**src/sv/vcr_pkg.sv**
```systemverilog
// Package for the value to color ramp block.
// Holds widths, register and code constants, the pipeline stage type and the blend function.
// Used by sv/value_to_color_ramp_top.sv.
package vcr_pkg;

  localparam int MAX_COLORS   = 16;
  localparam int CHANNEL_BITS = 8;
  localparam int FRAC_BITS    = 8;

  localparam int IDX_W    = $clog2(MAX_COLORS);
  localparam int COLOR_W  = 3 * CHANNEL_BITS;
  localparam int CNT_W    = 5;
  localparam int SAMPLE_W = 16;
  localparam int SPAN_W   = 16;
  localparam int Q_W      = IDX_W + FRAC_BITS + 1;
  localparam int NUM_W    = SPAN_W + Q_W - 1;
  localparam int BLEND_W  = CHANNEL_BITS + FRAC_BITS + 1;

  localparam int DIV_STAGES = Q_W;

  localparam int ADDR_W = 4;
  localparam logic [1:0] REG_RANGE_LOW   = 2'd0;
  localparam logic [1:0] REG_RANGE_HIGH  = 2'd1;
  localparam logic [1:0] REG_COLOR_COUNT = 2'd2;

  typedef enum logic {
    KIND_WRITE = 1'b0,
    KIND_MAP   = 1'b1
  } kind_t;

  typedef enum logic [1:0] {
    FLAG_IN    = 2'd0,
    FLAG_ABOVE = 2'd1,
    FLAG_BELOW = 2'd2
  } flag_t;

  typedef struct packed {
    kind_t                  kind;
    logic [IDX_W-1:0]       idx;
    logic [COLOR_W-1:0]     color;
    flag_t                  flag;
    logic [CNT_W-1:0]       cnt;
    logic [SPAN_W-1:0]      span;
    logic [NUM_W-1:0]       rem;
    logic [Q_W-1:0]         quo;
  } div_stage_t;

  function automatic logic [CHANNEL_BITS-1:0] blend(
    input logic [CHANNEL_BITS-1:0] a,
    input logic [CHANNEL_BITS-1:0] b,
    input logic [FRAC_BITS-1:0]    f
  );
    logic [FRAC_BITS:0]   w;
    logic [BLEND_W-1:0]   s;
    w = (FRAC_BITS + 1)'(1 << FRAC_BITS) - {1'b0, f};
    s = BLEND_W'(a) * BLEND_W'(w) + BLEND_W'(b) * BLEND_W'(f)
        + BLEND_W'(1 << (FRAC_BITS - 1));
    return s[FRAC_BITS +: CHANNEL_BITS];
  endfunction

endpackage

```
**src/sv/value_to_color_ramp_top.sv**
```systemverilog
// Top level of the value to color ramp block: config port, divider pipeline,
// palette memory and blend stage. Depends on sv/vcr_pkg.sv.
//
// Usage: the input stream carries one item per transfer. s_tuser selects the
// kind: a palette write (entry_index, entry_color) or a map item (sample).
// A map item yields one result transfer on the output stream with red, green,
// blue in m_tdata and the range flag in m_tuser; a palette write yields none.
// The range registers and the palette size are written through the APB port
// while the stream is idle.
// Pipeline: a map item passes one setup stage, 13 quotient stages of one bit
// each, one palette read stage and one blend stage. Throughput is one item per
// clock while the receiver does not stall.
// The palette memory is written and read in the same stage, so items keep
// their order without forwarding.
// Reset empties all stages and loads the range and size registers; the palette
// contents are undefined until written.
// When the receiver stalls, the output register holds its result and the
// stages behind it keep filling bubbles until the pipeline is full; only then
// does s_tready fall.
module value_to_color_ramp_top (
  input  logic        clk,
  input  logic        rst,
  input  logic        s_tvalid,
  output logic        s_tready,
  input  logic [47:0] s_tdata,   // entry_index[3:0], entry_color[27:4], sample[43:28], zeros
  input  logic        s_tuser,   // kind[0]
  output logic        m_tvalid,
  input  logic        m_tready,
  output logic [23:0] m_tdata,   // red[7:0], green[15:8], blue[23:16]
  output logic [1:0]  m_tuser,   // range_flag[1:0]
  input  logic        psel,
  input  logic        penable,
  input  logic        pwrite,
  input  logic [vcr_pkg::ADDR_W-1:0] paddr,
  input  logic [31:0] pwdata,
  output logic [31:0] prdata,
  output logic        pready
);

  logic signed [vcr_pkg::SAMPLE_W-1:0] range_low;
  logic signed [vcr_pkg::SAMPLE_W-1:0] range_high;
  logic [vcr_pkg::CNT_W-1:0]           color_count;
  logic [1:0]                          reg_idx;

  logic signed [vcr_pkg::SAMPLE_W:0]   lo_x;
  logic signed [vcr_pkg::SAMPLE_W:0]   hi_x;
  logic signed [vcr_pkg::SAMPLE_W:0]   lo_o;
  logic signed [vcr_pkg::SAMPLE_W:0]   hi_o;
  logic signed [vcr_pkg::SAMPLE_W:0]   smp_x;
  logic signed [vcr_pkg::SAMPLE_W:0]   diff;
  logic [vcr_pkg::CNT_W-1:0]           cnt_eff;
  logic [vcr_pkg::NUM_W-vcr_pkg::FRAC_BITS-1:0] prod;
  vcr_pkg::div_stage_t                 in_stg;

  vcr_pkg::div_stage_t st  [0:vcr_pkg::DIV_STAGES];
  logic                vld [0:vcr_pkg::DIV_STAGES];
  logic                rdy [0:vcr_pkg::DIV_STAGES];

  logic [vcr_pkg::COLOR_W-1:0] palette [0:vcr_pkg::MAX_COLORS-1];
  logic [vcr_pkg::CNT_W-1:0]   seg;
  logic                        last_seg;
  logic [vcr_pkg::IDX_W-1:0]   addr_a;
  logic [vcr_pkg::IDX_W-1:0]   addr_b;
  logic [vcr_pkg::FRAC_BITS-1:0] frac_sel;

  logic                          mem_vld;
  logic                          mem_rdy;
  vcr_pkg::flag_t                mem_flag;
  logic [vcr_pkg::FRAC_BITS-1:0] mem_frac;
  logic [vcr_pkg::COLOR_W-1:0]   rd_a;
  logic [vcr_pkg::COLOR_W-1:0]   rd_b;
  logic                          out_rdy;

  // Configuration port.
  assign pready  = 1'b1;
  assign reg_idx = paddr[3:2];

  always_ff @(posedge clk) begin
    if (rst) begin
      range_low   <= '0;
      range_high  <= 16'sh7FFF;
      color_count <= vcr_pkg::CNT_W'(1);
    end else if (psel && penable && pwrite && pready) begin
      unique case (reg_idx)
        vcr_pkg::REG_RANGE_LOW:   range_low   <= pwdata[vcr_pkg::SAMPLE_W-1:0];
        vcr_pkg::REG_RANGE_HIGH:  range_high  <= pwdata[vcr_pkg::SAMPLE_W-1:0];
        vcr_pkg::REG_COLOR_COUNT: color_count <= pwdata[vcr_pkg::CNT_W-1:0];
        default: ;
      endcase
    end
  end

  always_comb begin
    unique case (reg_idx)
      vcr_pkg::REG_RANGE_LOW:   prdata = {16'd0, range_low};
      vcr_pkg::REG_RANGE_HIGH:  prdata = {16'd0, range_high};
      vcr_pkg::REG_COLOR_COUNT: prdata = {27'd0, color_count};
      default:                  prdata = '0;
    endcase
  end

  // Setup stage: order the range, classify the sample and form the dividend.
  always_comb begin
    lo_x  = {range_low[vcr_pkg::SAMPLE_W-1], range_low};
    hi_x  = {range_high[vcr_pkg::SAMPLE_W-1], range_high};
    smp_x = {s_tdata[43], s_tdata[43:28]};
    if (lo_x > hi_x) begin
      lo_o = hi_x;
      hi_o = lo_x;
    end else begin
      lo_o = lo_x;
      hi_o = hi_x;
    end
    if (lo_o == hi_o) begin
      hi_o = lo_o + 17'sd1;
    end
    if (color_count == '0) begin
      cnt_eff = vcr_pkg::CNT_W'(1);
    end else if (color_count > vcr_pkg::CNT_W'(vcr_pkg::MAX_COLORS)) begin
      cnt_eff = vcr_pkg::CNT_W'(vcr_pkg::MAX_COLORS);
    end else begin
      cnt_eff = color_count;
    end
    diff = smp_x - lo_o;
    prod = (vcr_pkg::NUM_W - vcr_pkg::FRAC_BITS)'(diff[vcr_pkg::SPAN_W-1:0])
         * (vcr_pkg::NUM_W - vcr_pkg::FRAC_BITS)'(cnt_eff);

    in_stg.kind  = vcr_pkg::kind_t'(s_tuser);
    in_stg.idx   = s_tdata[3:0];
    in_stg.color = s_tdata[27:4];
    in_stg.cnt   = cnt_eff;
    in_stg.span  = vcr_pkg::SPAN_W'(hi_o - lo_o);
    in_stg.rem   = {prod, vcr_pkg::FRAC_BITS'(0)};
    in_stg.quo   = '0;
    if (smp_x > hi_o) begin
      in_stg.flag = vcr_pkg::FLAG_ABOVE;
    end else if (smp_x < lo_o) begin
      in_stg.flag = vcr_pkg::FLAG_BELOW;
    end else begin
      in_stg.flag = vcr_pkg::FLAG_IN;
    end
  end

  assign s_tready = rdy[0];

  always_ff @(posedge clk) begin
    if (rst) begin
      vld[0] <= 1'b0;
    end else if (rdy[0]) begin
      vld[0] <= s_tvalid;
    end
  end

  always_ff @(posedge clk) begin
    if (rdy[0]) begin
      st[0] <= in_stg;
    end
  end

  // Restoring divider, one quotient bit per stage, most significant first.
  for (genvar i = 1; i <= vcr_pkg::DIV_STAGES; i++) begin : g_div
    localparam int J = vcr_pkg::DIV_STAGES - i;
    logic [vcr_pkg::NUM_W-1:0] dvs;
    logic                      ge;
    vcr_pkg::div_stage_t       nxt;

    assign dvs = vcr_pkg::NUM_W'(st[i-1].span) << J;
    assign ge  = st[i-1].rem >= dvs;

    always_comb begin
      nxt = st[i-1];
      if (ge) begin
        nxt.rem    = st[i-1].rem - dvs;
        nxt.quo[J] = 1'b1;
      end
    end

    always_ff @(posedge clk) begin
      if (rst) begin
        vld[i] <= 1'b0;
      end else if (rdy[i]) begin
        vld[i] <= vld[i-1];
      end
    end

    always_ff @(posedge clk) begin
      if (rdy[i]) begin
        st[i] <= nxt;
      end
    end
  end

  for (genvar i = 0; i < vcr_pkg::DIV_STAGES; i++) begin : g_rdy
    assign rdy[i] = !vld[i] || rdy[i+1];
  end
  assign rdy[vcr_pkg::DIV_STAGES] = !vld[vcr_pkg::DIV_STAGES] || mem_rdy;

  // Palette stage: segment select, palette write and two-port read.
  always_comb begin
    seg      = st[vcr_pkg::DIV_STAGES].quo[vcr_pkg::Q_W-1:vcr_pkg::FRAC_BITS];
    last_seg = seg >= (st[vcr_pkg::DIV_STAGES].cnt - vcr_pkg::CNT_W'(1));
    if (last_seg) begin
      addr_a   = vcr_pkg::IDX_W'(st[vcr_pkg::DIV_STAGES].cnt - vcr_pkg::CNT_W'(1));
      addr_b   = vcr_pkg::IDX_W'(st[vcr_pkg::DIV_STAGES].cnt - vcr_pkg::CNT_W'(1));
      frac_sel = '0;
    end else begin
      addr_a   = seg[vcr_pkg::IDX_W-1:0];
      addr_b   = seg[vcr_pkg::IDX_W-1:0] + vcr_pkg::IDX_W'(1);
      frac_sel = st[vcr_pkg::DIV_STAGES].quo[vcr_pkg::FRAC_BITS-1:0];
    end
  end

  assign mem_rdy = !mem_vld || out_rdy;

  always_ff @(posedge clk) begin
    if (mem_rdy && vld[vcr_pkg::DIV_STAGES]
        && st[vcr_pkg::DIV_STAGES].kind == vcr_pkg::KIND_WRITE) begin
      palette[st[vcr_pkg::DIV_STAGES].idx] <= st[vcr_pkg::DIV_STAGES].color;
    end
  end

  always_ff @(posedge clk) begin
    if (mem_rdy) begin
      rd_a     <= palette[addr_a];
      rd_b     <= palette[addr_b];
      mem_flag <= st[vcr_pkg::DIV_STAGES].flag;
      mem_frac <= frac_sel;
    end
  end

  always_ff @(posedge clk) begin
    if (rst) begin
      mem_vld <= 1'b0;
    end else if (mem_rdy) begin
      mem_vld <= vld[vcr_pkg::DIV_STAGES]
                 && st[vcr_pkg::DIV_STAGES].kind == vcr_pkg::KIND_MAP;
    end
  end

  // Blend stage and output register.
  assign out_rdy = !m_tvalid || m_tready;

  always_ff @(posedge clk) begin
    if (rst) begin
      m_tvalid <= 1'b0;
    end else if (out_rdy) begin
      m_tvalid <= mem_vld;
    end
  end

  always_ff @(posedge clk) begin
    if (out_rdy) begin
      m_tuser <= mem_flag;
      case (mem_flag)
        vcr_pkg::FLAG_ABOVE: m_tdata <= '1;
        vcr_pkg::FLAG_BELOW: m_tdata <= '0;
        default: begin
          m_tdata[7:0]   <= vcr_pkg::blend(rd_a[23:16], rd_b[23:16], mem_frac);
          m_tdata[15:8]  <= vcr_pkg::blend(rd_a[15:8], rd_b[15:8], mem_frac);
          m_tdata[23:16] <= vcr_pkg::blend(rd_a[7:0], rd_b[7:0], mem_frac);
        end
      endcase
    end
  end

  a_quo_bound: assert property (@(posedge clk) disable iff (rst)
    vld[vcr_pkg::DIV_STAGES] && st[vcr_pkg::DIV_STAGES].kind == vcr_pkg::KIND_MAP
    && st[vcr_pkg::DIV_STAGES].flag == vcr_pkg::FLAG_IN
    |-> st[vcr_pkg::DIV_STAGES].quo <= {st[vcr_pkg::DIV_STAGES].cnt,
                                        vcr_pkg::FRAC_BITS'(0)})
    else $error("segment quotient exceeds palette size");

  a_rem_bound: assert property (@(posedge clk) disable iff (rst)
    vld[vcr_pkg::DIV_STAGES] && st[vcr_pkg::DIV_STAGES].kind == vcr_pkg::KIND_MAP
    && st[vcr_pkg::DIV_STAGES].flag == vcr_pkg::FLAG_IN
    |-> st[vcr_pkg::DIV_STAGES].rem < vcr_pkg::NUM_W'(st[vcr_pkg::DIV_STAGES].span))
    else $error("divider remainder not below divisor");

  a_above_white: assert property (@(posedge clk) disable iff (rst)
    m_tvalid && m_tuser == vcr_pkg::FLAG_ABOVE |-> m_tdata == 24'hFFFFFF)
    else $error("above-range result is not white");

  a_below_black: assert property (@(posedge clk) disable iff (rst)
    m_tvalid && m_tuser == vcr_pkg::FLAG_BELOW |-> m_tdata == 24'h000000)
    else $error("below-range result is not black");

endmodule

```
**config.mk**
```make
export PLATFORM = sky130hd
export DESIGN_NAME = value_to_color_ramp_top
export DESIGN_NICKNAME = d
export VERILOG_FILES = /design/src/sv/vcr_pkg.sv /design/src/sv/value_to_color_ramp_top.sv
export SDC_FILE = /design/constraint.sdc
export NUM_CORES = 2
export LEC_CHECK = 0
export BUFFER_PORTS_ARGS = -buffer_cell sky130_fd_sc_hd__buf_4
export CORE_MARGIN = 4
export CORE_UTILIZATION = 55
export CTS_CLUSTER_SIZE = 40
export DETAILED_ROUTE_END_ITERATION = 8
export PLACE_DENSITY = 0.74
export RECOVER_POWER = 25
export SYNTH_ARGS = -nofsm -noshare
export SYNTH_HDL_FRONTEND = slang
export SYNTH_SLANG_ARGS = --single-unit
```
**constraint.sdc**
```tcl
create_clock -name clk -period 10.37 [get_ports clk]
set_clock_uncertainty 0.2 [all_clocks]
set_input_delay 2.074 -clock clk [delete_from_list [all_inputs] [get_ports clk]]
set_output_delay 2.074 -clock clk [all_outputs]
set_load 0.005 [all_outputs]
```
==> impl_metrics.yaml <==
synthesis:
  postSynthRegisterBits: 1612
  synthAdderAreaFrac: 0.152
  muxShareOfSynthArea: 0.0669
  synth_compound_area_frac: 0.0676
  netlist_area_um2: 87700
  synth_seq_area_share: 0.547
  ys_warn_count: 0
  synth_area_leaders: "edfxtp_1 54%, fa_1 8.1%, ha_1 7.1%"
  ys_types: 103
  synth_xor_area_frac: 0.0281
  synth_edf_count: 1573
  synth_area_per_cell_um2: 13.1
  async_flop_share: 0
  ys.flop_type: "edfxtp_1"
  synth.largest_area_cell: "edfxtp_1"
  synthSimpleGateAreaFrac: 0.0918
  synth_top_cell_area_share: 0.539
  syn_inst: 6678
  synth_top_family_by_area: "adder cells"
clock_tree:
  cts_hold_buf: 0
  htreeDepth: 4
  clk_latency_ns: 0.82
  cts_buffers: 165
  clk_pin_slew_ns: 0.06
  cts_tree: "yes"
  clk_path_buf_depth: 3
  cts_resized: 0
  postCtsSetupBuffers: 0
  cts_sinks: 1612
  cts-root-buf: "clkbuf_16"
final_layout:
  drive_above_1_share: 0.112
  syn2layout_area_growth_pct: 10.2
  fillerInstances: 11700
  multi_input_area_um2: 35900
  layout.nets: 7772
  regArea_um2: 48000
critical_path:
  slowest_delay_ns: 0.60
  worstPathMaxFanout: 14
  worstPathArrival_ns: 10.02
  cp_num_buf_inv: 4
  required_ns: 10.70
  start_kind: "flop"
  end_kind: "flop"
  crit_family: "adder cells"
  crit_path_top_delay_cell: "nor2_2"
  critPathKind: "flop to flop"
place:
  io_buffers: 113
  gp_congestion: 0.913
  dp_hpwl_mm: 123
floorplanning:
  dieArea_um2: 166000
  start_util: 0.554
  ios: 153
  die_w_um: 407
  die_height_um: 407
  core_area_um2: 158000
  num_rows: 146
grt:
  grt-ovfl-total: 0
  grt_pass1_wl_mm: 291
  grt_pass1_vias: 53600
  grt_usage: 0.221
  antenna_found_initial: 5
  grt_max_degree: 79
flow_run:
  cap_violations: 0
route:
  ant_nets: 0
  route.detailed.drc: 0
  vias: 51700
  drt_pass1_iterations: 8
  wl_per_cell_um: 20.1
  wirelength_mm: 182
  vias_per_cell: 5.72
  drtIter0Drc: 3976
run_status:
  status: "finished, final reports clean"
timing:
  finalSetupViolations: 0
  relSlewSlack: 0.218
  rsz0062_at_grt: "false"
  fmax_mhz: 103
  tightest_slew_ns: 1.17
  min_period_over_period: 0.935
  fin_setup_tns_ns: 0
  layout_min_cycle_time_ns: 9.69
  timing.hold.ws_ns: 0.189
  maxSlewViolCount: 0
  finalHoldViolCount: 0
min_path:
  hp-class: "flop to flop"
-- cell type report --
class | instances | area share
well taps | 2072 | 0.0268
diodes | 2 | 0.0000518
flip-flops and latches | 1612 | 0.497
multi-input cells | 4029 | 0.372
clock inverters | 89 | 0.0121
clock buffers | 214 | 0.0449
inverters | 829 | 0.0323
repair buffers | 193 | 0.0150
-- kinds of logic (layout without fill, tap and decap cells) --
group	after synthesis	in the layout
AOI/OAI and AO/OA	915	915
xor gates and xnor gates	281	281
adders and majority gates	853	853
buffers and inverters	1052	1325
DFF	1612	1612
muxes	339	339
other	2	19
and+or+nand+nor	1624	1624
-- cells in the mapped netlist, types with 160 or more instances --
cell	number
inv_1	825
clkbuf_1	160
mux4_2	192
nand2_1	494
and2_1	247
a21oi_1	303
o21ai_0	160
ha_1	496
nor2_1	357
edfxtp_1	1573
xnor2_1	183
fa_1	354
-- registers in the layout, summed over array words and instances, names as in the netlist --
signal       cells
range_low       16
m_tvalid         1
st            1091
m_tuser          2
range_high      16
rd_a            24
mem_frac         8
color_count      5
vld             14
rd_b            24
m_tdata         24
palette        384
mem_flag         2
mem_vld          1
-- final timing paths --
check,from,endpoint,slack [ns],cells past startpoint
setup reg to reg,range_high[15],st[0][40],0.68,35
hold reg to reg,st[0][643],st[0][736],0.19,0
setup / recovery,range_high[15],st[0][40],0.68,35
hold / removal,st[0][643],st[0][736],0.19,0
-- per-stage QoR --
| stage | setup WS, ns | utilization | area [um2] | instances |
|---|---|---|---|---|
| 6_report | 0.678 | 0.610 | 96600 | 9040 |
| 5_1_grt | 0.00572 | 0.610 | 96600 | 9038 |
| 4_1_cts | 0.718 | 0.610 | 96600 | 9038 |
| 3_5_place_dp | 0.782 | 0.575 | 91100 | 8735 |
| 3_3_place_gp | 0.896 | 0.575 | 91100 | 8735 |
| 2_1_floorplan | 1.75 | - | 87800 | 6693 |
-- cells in the final DEF (no fill, tap or decap), drive strengths merged, types with 17 or more instances in the layout --
cell type / count
edfxtp: 1573
inv: 826
ha: 496
nand2: 494
nor2: 360
fa: 354
a21oi: 306
and2: 247
clkbuf: 215
mux4: 192
buf: 192
xnor2: 183
o21ai: 177
nor2b: 99
xor2: 98
mux2i: 90
a21o: 76
nor3: 73
clkinv: 70
nand3: 67
a211oi: 65
mux2: 57
nand2b: 56
a21boi: 55
nand4: 52
dfxtp: 39
o21a: 35
nor4: 32
or3: 31
o31ai: 31
o21bai: 25
and3: 25
a211o: 21
o211ai: 20
conb: 17
a31oi: 17
-- metal layers --
metal  vias up  track usage  routed length (um)
li1      24100            -                   -
met1     25500        0.280               71800
met2      1687        0.387               91200
met3       372       0.0344               11500
met4         2       0.0801                6960
met5         -            0                  13
Power is left out: the tool's default activity adds up to more than one toggle a clock period on the data nets, which glitch-free logic cannot reach.
